==> config.mk <==
export PLATFORM = sky130hd
export DESIGN_NAME = backslash_escape_decoder_unit
export DESIGN_NICKNAME = d
export VERILOG_FILES = /design/src/hw/rtl/bsed_pkg.sv /design/src/hw/rtl/bsed_decode.sv /design/src/hw/rtl/bsed_result_buf.sv /design/src/hw/rtl/backslash_escape_decoder_unit.sv
export SDC_FILE = /design/constraint.sdc
export NUM_CORES = 1
export LEC_CHECK = 0
export BUFFER_PORTS_ARGS = -buffer_cell sky130_fd_sc_hd__buf_2
export CELL_PAD_IN_SITES_DETAIL_PLACEMENT = 1
export CELL_PAD_IN_SITES_GLOBAL_PLACEMENT = 1
export CORE_ASPECT_RATIO = 0.5
export CORE_MARGIN = 5
export CORE_UTILIZATION = 47
export DETAILED_ROUTE_END_ITERATION = 16
export PLACE_DENSITY = 0.86
export REMOVE_ABC_BUFFERS = 1
export SYNTH_ARGS = -nofsm -noshare
export SYNTH_HDL_FRONTEND = slang
export SYNTH_SLANG_ARGS = --single-unit
==> constraint.sdc <==
create_clock -name i_clk -period 4.5 [get_ports i_clk]
set_clock_uncertainty 0.15 [all_clocks]
set_input_delay 0 -clock i_clk [delete_from_list [all_inputs] [get_ports i_clk]]
set_output_delay 0 -clock i_clk [all_outputs]
set_load 0.005 [all_outputs]
==> src/hw/rtl/bsed_pkg.sv <==
// Shared types, character codes and the hex digit helper function of the backslash escape decoder.
package bsed_pkg;

    localparam int unsigned RES_MAX = 3;
    localparam int unsigned RES_CNT_W = 2;
    localparam int unsigned VALUE_W = 9;

    typedef enum logic [2:0] {
        PH_NORMAL  = 3'd0,
        PH_AFTER   = 3'd1,
        PH_OCT     = 3'd2,
        PH_HEX     = 3'd3,
        PH_DISCARD = 3'd4
    } t_phase;

    typedef enum logic [1:0] {
        ST_OK       = 2'd0,
        ST_UNKNOWN  = 2'd1,
        ST_TRAILING = 2'd2
    } t_status;

    localparam logic REG_INTERPRET = 1'b0;
    localparam logic REG_GNU       = 1'b1;

    localparam logic [7:0] CH_BSLASH = 8'h5C;
    localparam logic [7:0] CH_A      = 8'h61;
    localparam logic [7:0] CH_B      = 8'h62;
    localparam logic [7:0] CH_C      = 8'h63;
    localparam logic [7:0] CH_E      = 8'h65;
    localparam logic [7:0] CH_F      = 8'h66;
    localparam logic [7:0] CH_N      = 8'h6E;
    localparam logic [7:0] CH_R      = 8'h72;
    localparam logic [7:0] CH_T      = 8'h74;
    localparam logic [7:0] CH_V      = 8'h76;
    localparam logic [7:0] CH_X      = 8'h78;
    localparam logic [7:0] CH_ZERO   = 8'h30;
    localparam logic [7:0] CH_SEVEN  = 8'h37;

    localparam logic [7:0] CODE_BEL = 8'h07;
    localparam logic [7:0] CODE_BS  = 8'h08;
    localparam logic [7:0] CODE_TAB = 8'h09;
    localparam logic [7:0] CODE_LF  = 8'h0A;
    localparam logic [7:0] CODE_VT  = 8'h0B;
    localparam logic [7:0] CODE_FF  = 8'h0C;
    localparam logic [7:0] CODE_CR  = 8'h0D;
    localparam logic [7:0] CODE_ESC = 8'h1B;

    typedef struct packed {
        logic [7:0] in_byte;
        logic       string_end;
    } t_in_item;

    typedef struct packed {
        logic [7:0] out_byte;
        logic       has_byte;
        logic       end_of_string;
        logic [1:0] status;
        logic       last_of_run;
    } t_out_item;

    typedef struct packed {
        t_out_item [RES_MAX-1:0] items;
        logic [RES_CNT_W-1:0]    count;
    } t_res_set;

    // Returns {valid, digit value} for an ASCII hex digit.
    function automatic logic [4:0] hex_val(input logic [7:0] b);
        logic [4:0] r;
        r = 5'd0;
        if (b >= 8'h30 && b <= 8'h39) begin
            r = {1'b1, 4'(b - 8'h30)};
        end else if (b >= 8'h61 && b <= 8'h66) begin
            r = {1'b1, 4'(b - 8'h57)};
        end else if (b >= 8'h41 && b <= 8'h46) begin
            r = {1'b1, 4'(b - 8'h37)};
        end
        return r;
    endfunction

endpackage

==> src/hw/rtl/bsed_decode.sv <==
// Escape parser state and the single-pass decode of one byte into up to three results.
module bsed_decode (
    input  logic             i_clk,
    input  logic             i_rst_n,
    input  logic             i_commit,
    input  bsed_pkg::t_in_item i_item,
    input  logic             i_interpret,
    input  logic             i_gnu,
    output bsed_pkg::t_res_set o_set
);
    import bsed_pkg::*;

    t_phase               r_phase, n_phase;
    logic [VALUE_W-1:0]   r_value, n_value;
    logic [1:0]           r_dcnt, n_dcnt;
    logic [1:0]           r_status, n_status;

    logic [7:0]           bytes [RES_MAX];
    logic [RES_MAX-1:0]   has;
    logic [RES_CNT_W-1:0] cnt;
    logic                 do_normal;
    logic [1:0]           st;
    logic [4:0]           hv;
    logic [7:0]           b;
    logic                 last;
    logic                 is_end;

    always_comb begin
        b = i_item.in_byte;
        is_end = i_item.string_end;
        hv = hex_val(b);
        n_phase = r_phase;
        n_value = r_value;
        n_dcnt = r_dcnt;
        n_status = r_status;
        cnt = '0;
        has = '0;
        do_normal = 1'b0;
        for (int k = 0; k < RES_MAX; k++) begin
            bytes[k] = 8'd0;
        end

        if (!i_interpret) begin
            bytes[cnt] = b; has[cnt] = 1'b1; cnt = cnt + 1'b1;
        end else begin
            unique case (r_phase)
                PH_AFTER: begin
                    n_phase = PH_NORMAL;
                    unique case (b)
                        CH_A: begin
                            bytes[cnt] = CODE_BEL; has[cnt] = 1'b1; cnt = cnt + 1'b1;
                        end
                        CH_B: begin
                            bytes[cnt] = CODE_BS; has[cnt] = 1'b1; cnt = cnt + 1'b1;
                        end
                        CH_F: begin
                            bytes[cnt] = CODE_FF; has[cnt] = 1'b1; cnt = cnt + 1'b1;
                        end
                        CH_N: begin
                            bytes[cnt] = CODE_LF; has[cnt] = 1'b1; cnt = cnt + 1'b1;
                        end
                        CH_R: begin
                            bytes[cnt] = CODE_CR; has[cnt] = 1'b1; cnt = cnt + 1'b1;
                        end
                        CH_T: begin
                            bytes[cnt] = CODE_TAB; has[cnt] = 1'b1; cnt = cnt + 1'b1;
                        end
                        CH_V: begin
                            bytes[cnt] = CODE_VT; has[cnt] = 1'b1; cnt = cnt + 1'b1;
                        end
                        CH_BSLASH: begin
                            bytes[cnt] = CH_BSLASH; has[cnt] = 1'b1; cnt = cnt + 1'b1;
                        end
                        CH_C: begin
                            n_phase = PH_DISCARD;
                        end
                        CH_ZERO: begin
                            n_value = '0;
                            n_dcnt = 2'd0;
                            if (is_end) begin
                                bytes[cnt] = 8'd0; has[cnt] = 1'b1; cnt = cnt + 1'b1;
                            end else begin
                                n_phase = PH_OCT;
                            end
                        end
                        default: begin
                            if (i_gnu && b == CH_E) begin
                                bytes[cnt] = CODE_ESC; has[cnt] = 1'b1; cnt = cnt + 1'b1;
                            end else if (i_gnu && b == CH_X) begin
                                n_value = '0;
                                n_dcnt = 2'd0;
                                if (is_end) begin
                                    bytes[cnt] = CH_BSLASH; has[cnt] = 1'b1; cnt = cnt + 1'b1;
                                    bytes[cnt] = CH_X; has[cnt] = 1'b1; cnt = cnt + 1'b1;
                                end else begin
                                    n_phase = PH_HEX;
                                end
                            end else begin
                                bytes[cnt] = CH_BSLASH; has[cnt] = 1'b1; cnt = cnt + 1'b1;
                                bytes[cnt] = b; has[cnt] = 1'b1; cnt = cnt + 1'b1;
                                n_status = ST_UNKNOWN;
                            end
                        end
                    endcase
                end
                PH_OCT: begin
                    if (b >= CH_ZERO && b <= CH_SEVEN) begin
                        n_value = {r_value[VALUE_W-4:0], b[2:0]};
                        n_dcnt = r_dcnt + 2'd1;
                        if (n_dcnt == 2'd3 || is_end) begin
                            bytes[cnt] = n_value[7:0]; has[cnt] = 1'b1; cnt = cnt + 1'b1;
                            n_phase = PH_NORMAL;
                        end
                    end else begin
                        bytes[cnt] = r_value[7:0]; has[cnt] = 1'b1; cnt = cnt + 1'b1;
                        n_phase = PH_NORMAL;
                        do_normal = 1'b1;
                    end
                end
                PH_HEX: begin
                    if (hv[4]) begin
                        n_value = {r_value[VALUE_W-5:0], hv[3:0]};
                        n_dcnt = r_dcnt + 2'd1;
                        if (n_dcnt >= 2'd2 || is_end) begin
                            bytes[cnt] = n_value[7:0]; has[cnt] = 1'b1; cnt = cnt + 1'b1;
                            n_phase = PH_NORMAL;
                        end
                    end else begin
                        if (r_dcnt == 2'd0) begin
                            bytes[cnt] = CH_BSLASH; has[cnt] = 1'b1; cnt = cnt + 1'b1;
                            bytes[cnt] = CH_X; has[cnt] = 1'b1; cnt = cnt + 1'b1;
                        end else begin
                            bytes[cnt] = r_value[7:0]; has[cnt] = 1'b1; cnt = cnt + 1'b1;
                        end
                        n_phase = PH_NORMAL;
                        do_normal = 1'b1;
                    end
                end
                PH_DISCARD: begin
                end
                default: begin
                    do_normal = 1'b1;
                end
            endcase

            if (do_normal) begin
                if (b == CH_BSLASH) begin
                    if (is_end) begin
                        bytes[cnt] = CH_BSLASH; has[cnt] = 1'b1; cnt = cnt + 1'b1;
                        n_status = ST_TRAILING;
                    end else begin
                        n_phase = PH_AFTER;
                    end
                end else begin
                    bytes[cnt] = b; has[cnt] = 1'b1; cnt = cnt + 1'b1;
                end
            end
        end

        if (is_end && cnt == '0) begin
            bytes[cnt] = 8'd0; has[cnt] = 1'b0; cnt = cnt + 1'b1;
        end

        st = i_interpret ? n_status : ST_OK;

        for (int k = 0; k < RES_MAX; k++) begin
            last = (RES_CNT_W'(k) + 1'b1) == cnt;
            o_set.items[k].out_byte = bytes[k];
            o_set.items[k].has_byte = has[k];
            o_set.items[k].status = st;
            o_set.items[k].last_of_run = last;
            o_set.items[k].end_of_string = last && is_end;
        end
        o_set.count = cnt;

        if (is_end) begin
            n_phase = PH_NORMAL;
            n_value = '0;
            n_dcnt = 2'd0;
            n_status = ST_OK;
        end
    end

    always_ff @(posedge i_clk) begin
        if (!i_rst_n) begin
            r_phase <= PH_NORMAL;
            r_value <= '0;
            r_dcnt <= 2'd0;
            r_status <= ST_OK;
        end else if (i_commit) begin
            r_phase <= n_phase;
            r_value <= n_value;
            r_dcnt <= n_dcnt;
            r_status <= n_status;
        end
    end

`ifndef SYNTHESIS
    a_end_has_result: assert property (@(posedge i_clk) disable iff (!i_rst_n)
        (i_commit && i_item.string_end) |-> (o_set.count != '0))
        else $error("string end produced no result");
    a_end_clears_state: assert property (@(posedge i_clk) disable iff (!i_rst_n)
        (i_commit && i_item.string_end) |=> (r_phase == PH_NORMAL && r_status == ST_OK))
        else $error("parser state not cleared at string end");
`endif

endmodule

==> src/hw/rtl/bsed_result_buf.sv <==
// Result register that holds up to three decoded results and hands them out in order.
module bsed_result_buf (
    input  logic                i_clk,
    input  logic                i_rst_n,
    input  logic                i_load,
    input  bsed_pkg::t_res_set  i_set,
    output logic                o_ready,
    output logic                o_valid,
    output bsed_pkg::t_out_item o_item,
    input  logic                i_stall
);
    import bsed_pkg::*;

    t_out_item            r_item [RES_MAX];
    logic [RES_CNT_W-1:0] r_cnt;
    logic                 taken;

    assign o_valid = r_cnt != '0;
    assign o_item  = r_item[0];
    assign taken   = o_valid && !i_stall;
    assign o_ready = (r_cnt == '0) || (r_cnt == RES_CNT_W'(1) && !i_stall);

    always_ff @(posedge i_clk) begin
        if (!i_rst_n) begin
            r_cnt <= '0;
        end else if (i_load) begin
            r_cnt <= i_set.count;
        end else if (taken) begin
            r_cnt <= r_cnt - 1'b1;
        end
    end

    always_ff @(posedge i_clk) begin
        if (i_load) begin
            for (int k = 0; k < RES_MAX; k++) begin
                r_item[k] <= i_set.items[k];
            end
        end else if (taken) begin
            for (int k = 0; k < RES_MAX - 1; k++) begin
                r_item[k] <= r_item[k+1];
            end
        end
    end

`ifndef SYNTHESIS
    a_load_when_free: assert property (@(posedge i_clk) disable iff (!i_rst_n)
        i_load |-> (r_cnt == '0 || (r_cnt == RES_CNT_W'(1) && !i_stall)))
        else $error("result register overwritten while still holding results");
    a_final_marks_run: assert property (@(posedge i_clk) disable iff (!i_rst_n)
        (r_cnt == RES_CNT_W'(1)) |-> r_item[0].last_of_run)
        else $error("final held result does not close its run");
`endif

endmodule

==> src/hw/rtl/backslash_escape_decoder_unit.sv <==
// Top level of the backslash escape decoder: input register, configuration and result path.
//
// Usage: string bytes enter on the input channel (i_in_valid, o_in_stall, i_in_item), one
// per transaction, with string_end set on the last byte of each string. Decoded results
// leave on the output channel (o_out_valid, i_out_stall, o_out_item). A transaction on
// either channel completes at a rising edge where valid is high and stall is low.
// An accepted byte is held in the input register, is decoded there and written into the
// result register at the first edge where that register is ready, and its first result is
// offered from then on. A byte that yields one result or none keeps the result register
// ready while the output is not stalled, so a byte can be accepted every cycle while the
// output is not stalled; a byte that yields two or three results occupies the result
// register for that many output transactions, and the input stalls meanwhile. Stalling the
// output holds the offered result and, once the input register is full, back-pressures the
// input. Reset empties both registers, returns the parser to normal text and sets both
// configuration bits to one. Configuration writes through i_cfg_we, i_cfg_index and
// i_cfg_wdata take effect at the next edge and are to be made only while the block is idle.
module backslash_escape_decoder_unit (
    input  logic                i_clk,
    input  logic                i_rst_n,
    input  logic                i_in_valid,
    output logic                o_in_stall,
    input  bsed_pkg::t_in_item  i_in_item,
    output logic                o_out_valid,
    input  logic                i_out_stall,
    output bsed_pkg::t_out_item o_out_item,
    input  logic                i_cfg_we,
    input  logic                i_cfg_index,
    input  logic                i_cfg_wdata
);
    import bsed_pkg::*;

    logic     r_interpret;
    logic     r_gnu;
    logic     r_in_valid;
    t_in_item r_in;
    logic     buf_ready;
    logic     commit;
    logic     in_accept;
    t_res_set res_set;

    assign commit     = r_in_valid && buf_ready;
    assign o_in_stall = r_in_valid && !buf_ready;
    assign in_accept  = i_in_valid && !o_in_stall;

    always_ff @(posedge i_clk) begin
        if (!i_rst_n) begin
            r_interpret <= 1'b1;
            r_gnu <= 1'b1;
        end else if (i_cfg_we) begin
            unique case (i_cfg_index)
                REG_INTERPRET: r_interpret <= i_cfg_wdata;
                REG_GNU:       r_gnu <= i_cfg_wdata;
            endcase
        end
    end

    always_ff @(posedge i_clk) begin
        if (!i_rst_n) begin
            r_in_valid <= 1'b0;
        end else if (in_accept) begin
            r_in_valid <= 1'b1;
        end else if (commit) begin
            r_in_valid <= 1'b0;
        end
    end

    always_ff @(posedge i_clk) begin
        if (in_accept) begin
            r_in <= i_in_item;
        end
    end

    bsed_decode u_decode (
        .i_clk       (i_clk),
        .i_rst_n     (i_rst_n),
        .i_commit    (commit),
        .i_item      (r_in),
        .i_interpret (r_interpret),
        .i_gnu       (r_gnu),
        .o_set       (res_set)
    );

    bsed_result_buf u_result_buf (
        .i_clk   (i_clk),
        .i_rst_n (i_rst_n),
        .i_load  (commit),
        .i_set   (res_set),
        .o_ready (buf_ready),
        .o_valid (o_out_valid),
        .o_item  (o_out_item),
        .i_stall (i_out_stall)
    );

`ifndef SYNTHESIS
    a_held_item_stays: assert property (@(posedge i_clk) disable iff (!i_rst_n)
        (r_in_valid && !commit) |=> (r_in_valid && $stable(r_in)))
        else $error("input register lost a byte that was not decoded");
`endif

endmodule
==> reports/qor.csv <==
stage,metric,value,unit
power_and_ir_drop,peakVddDrop,0.1730,mV
logic_synthesis,syn_inst,513,
logic_synthesis,synth.cell_area,4517,µm²
finish,fin_cells,686,
outcome,outcome,"finished, final reports clean",
clock_tree,cts_tree,done,
place,dp.cells,652,
die,core-area,9415,µm²
setup_path,critPathKind,flip-flop to flip-flop,
power_and_ir_drop,pwr-share-clk,40.0,%
logic_synthesis,avgSynthCellArea,8.805,µm²
global_routing,overflow,0,
power_and_ir_drop,power.switching,514.2,µW
finish,area_growth,15.60,%
clock_tree,cts_setup_buffers,0,
finish,layout_commonest_cell,nand2_1,
logic_synthesis,synth_edf_count,48,
global_routing,antenna_found_initial,0,
clock_tree,clock_sinks,68,
detailed_routing,drc_errors,0,
logic_synthesis,yosysTopAreaCell,edfxtp_1,
logic_synthesis,synth_ff_type,edfxtp_1,
logic_synthesis,synth-seq-cells,68,
detailed_routing,wirelength,14550,µm
logic_synthesis,ys_seq_area_share,40.78,%
timing,setup_tns,0,ns
worst_hold_path,hold_path.class,input pin to flip-flop,
clock_tree,clk_latency,0.34,ns
detailed_routing,via_per_inst,6.217,
clock_tree,cts_buffer_depth,2,
logic_synthesis,ys_types,76,
die,fp-row-count,25,
finish,nets,576,
global_routing,grt_max_degree,38,
die,start_util,47.97,%
global_routing,grt_pass1_wl,22990,µm
finish,insertedDiodeCount,0,
logic_synthesis,synthTopCellsByArea,"edfxtp_1 32%, dfxtp_1 8.9%, nand2_1 5.3%, nor2_1 4.0%, ha_1 3.9%",
global_routing,grt_usage,25.17,%
die,ios,31,
die,dieArea,11790,µm²
setup_path,slowest_delay,0.71,ns
logic_synthesis,async_flop_share,0,%
die,die_width,148.6,µm
logic_synthesis,synth.top_cell.area_share,31.91,%
finish,final_cell_mix,"64 x nand2_1, 48 x nor2_1, 48 x edfxtp_1, 33 x a21oi_1, 30 x buf_2",
timing,holdWs,0.04439,ns
timing,rsz0062_at_grt,no,
timing,post-route-period-util,95.53,%
detailed_routing,vias,4265,
power_and_ir_drop,p_seq_share,43.7,%
global_routing,grt_pass1_vias,4089,
setup_path,path_delay_family,compound AO/OA/AOI/OAI gates,
clock_tree,clkSlewWorstSetupHoldPaths,0.07,ns
setup_path,endpoint_kind,flip-flop,
finish,drive_gt1_share,16.15,%
place,io_buffers,30,
finish,utilization,55.46,%
place,dp.final_hpwl,10300,µm
power_and_ir_drop,swShare,28.40,%
timing,hold_viol,0,
timing,finalSetupViolations,0,
setup_path,start_kind,flip-flop,
timing,slew_headroom,35.06,%
clock_tree,cts_inserted_buffers,9,
logic_synthesis,yosys_warnings,0,
setup_path,path_buf_inv,2,
setup_path,cp_slowest_cell,or4b_1,
clock_tree,htreeDepth,3,
power_and_ir_drop,leakagePower,0.002040,µW
setup_path,cp_max_fo,9,
detailed_routing,dr.first_iter.drc_count,486,
power_and_ir_drop,p_per_area,346.7,nW/µm²
timing,fin_crit,4.299,ns
timing,max_freq,0.2326,GHz
place,place.gp.congestion,0.9022,
power_and_ir_drop,p_int,1296,µW
power_and_ir_drop,combPwrFrac,16.2,%
timing,worst_pin_slew,0.9721,ns
setup_path,worstPathArrival,4.23,ns
setup_path,crit_required,4.43,ns
setup_path,crit_chain,"inv_1, ha_1, and3_1, and4_4, or4b_1, o31a_2, ha_1, o21ai_0, o21ai_0, a211oi_1, inv_1, o32ai_1, o31ai_1",
detailed_routing,first_pass_iters,5,
run,cap_viol_max_count,0,
timing,slew_violations,0,
die,die_h,79.32,µm
clock_tree,cts_root_buf,clkbuf_16,
detailed_routing,ant_nets,0,
detailed_routing,wl_per_cell,21.21,µm
kinds of logic (layout without fill, tap and decap cells):
kind of cell | after synthesis | after routing | synth area share [%]
AOI/OAI and AO/OA | 146 | 146 | 22.00
DFF | 68 | 68 | 40.78
buffers and inverters | 70 | 108 | 7.728
and+or+nand+nor | 204 | 204 | 23.24
adders and majority gates | 14 | 14 | 3.878
muxes | 5 | 5 | 1.219
xor gates and xnor gates | 6 | 6 | 1.163
registers in the layout, indices dropped and copies added, names as in the netlist:
register / flops
r_interpret: 1
u_result_buf.r_cnt: 2
r_in_valid: 1
u_decode.r_value: 8
r_gnu: 1
u_decode.r_phase: 3
r_in: 9
u_decode.r_status: 2
u_result_buf.r_item: 39
u_decode.r_dcnt: 2
per-layer routing:
metal	up-vias	wire length [µm]	global-route usage, %
met5	-	0	0
met4	0	188	4.516
met3	25	1046	4.903
met2	193	6514	40.61
met1	2102	6798	35.62
li1	1945	-	-
path summary, 6_finish.rpt:
kind / from / end / slack, ns / cells past startpoint
min: i_out_stall / u_result_buf.r_cnt[1] / 0.04 / 5
max reg2reg: r_in[1] / u_result_buf.r_item[0][7] / 0.20 / 13
min reg2reg: u_decode.r_status[1] / u_decode.r_status[1] / 0.32 / 1
max: r_in[1] / u_result_buf.r_item[0][7] / 0.20 / 13
stage by stage:
step                      instance area, µm²  total power, µW  setup slack (ns)
after global routing                    5221             1878           0.03687
after floorplan                         4254            957.9            0.3264
after global placement                  4740             1064            0.4472
after detailed placement                4740             1078            0.2773
after CTS                               5221             1812            0.2626
final                                   5221             1810            0.2011
cells in the mapped netlist (all sizes together), types with 3 or more instances:
cell / number
nor4bb: 3
and2: 7
a32o: 4
ha: 14
o31ai: 14
o211a: 3
buf: 25
nand4: 5
a21oi: 35
nand2: 65
nor3b: 7
or4: 4
edfxtp: 48
dfxtp: 20
o22ai: 7
nor4: 4
nand3: 12
a211oi: 5
a31oi: 7
or2: 5
a21o: 5
nor2: 48
a21boi: 3
and3: 10
clkbuf: 22
nor3: 10
a22oi: 12
mux2: 4
a211o: 3
xnor2: 4
nand2b: 8
o211ai: 3
inv: 22
o21ai: 27
worst register-to-register path: stages (launching register included):
cell and delay, ns:
edfxtp_1 0.36, inv_1 0.12, ha_1 0.29, and3_1 0.24, and4_4 0.23, or4b_1 0.71, o31a_2 0.49, ha_1 0.23
o21ai_0 0.10, o21ai_0 0.22, a211oi_1 0.28, inv_1 0.09, o32ai_1 0.43, o31ai_1 0.10
timing repair:
action | in CTS | in global routing
hold buffers | 18 | 0
endpoints found under the hold margin | 17 | 0
gates resized for setup | 0 | 0
power by group through the flow:
stage	clock network [µW]	registers, µW	logic (µW)
after global routing	758	797	323
after detailed placement	0	804	274
after CTS	729	791	292
after global placement	0	800	264
final	724	792	294
after floorplan	0	808	150
area by class of cell:
class | count | area (µm²)
clock buffers | 9 | 225.2
multi-input cells | 375 | 2335
well taps | 135 | 168.9
repair buffers | 69 | 488.0
fillers | 1084 | 4194
flip-flops and latches | 68 | 1842
clock inverters | 7 | 76.32
inverters | 23 | 86.33
No activity file was read; power rests on OpenSTA's default activity.
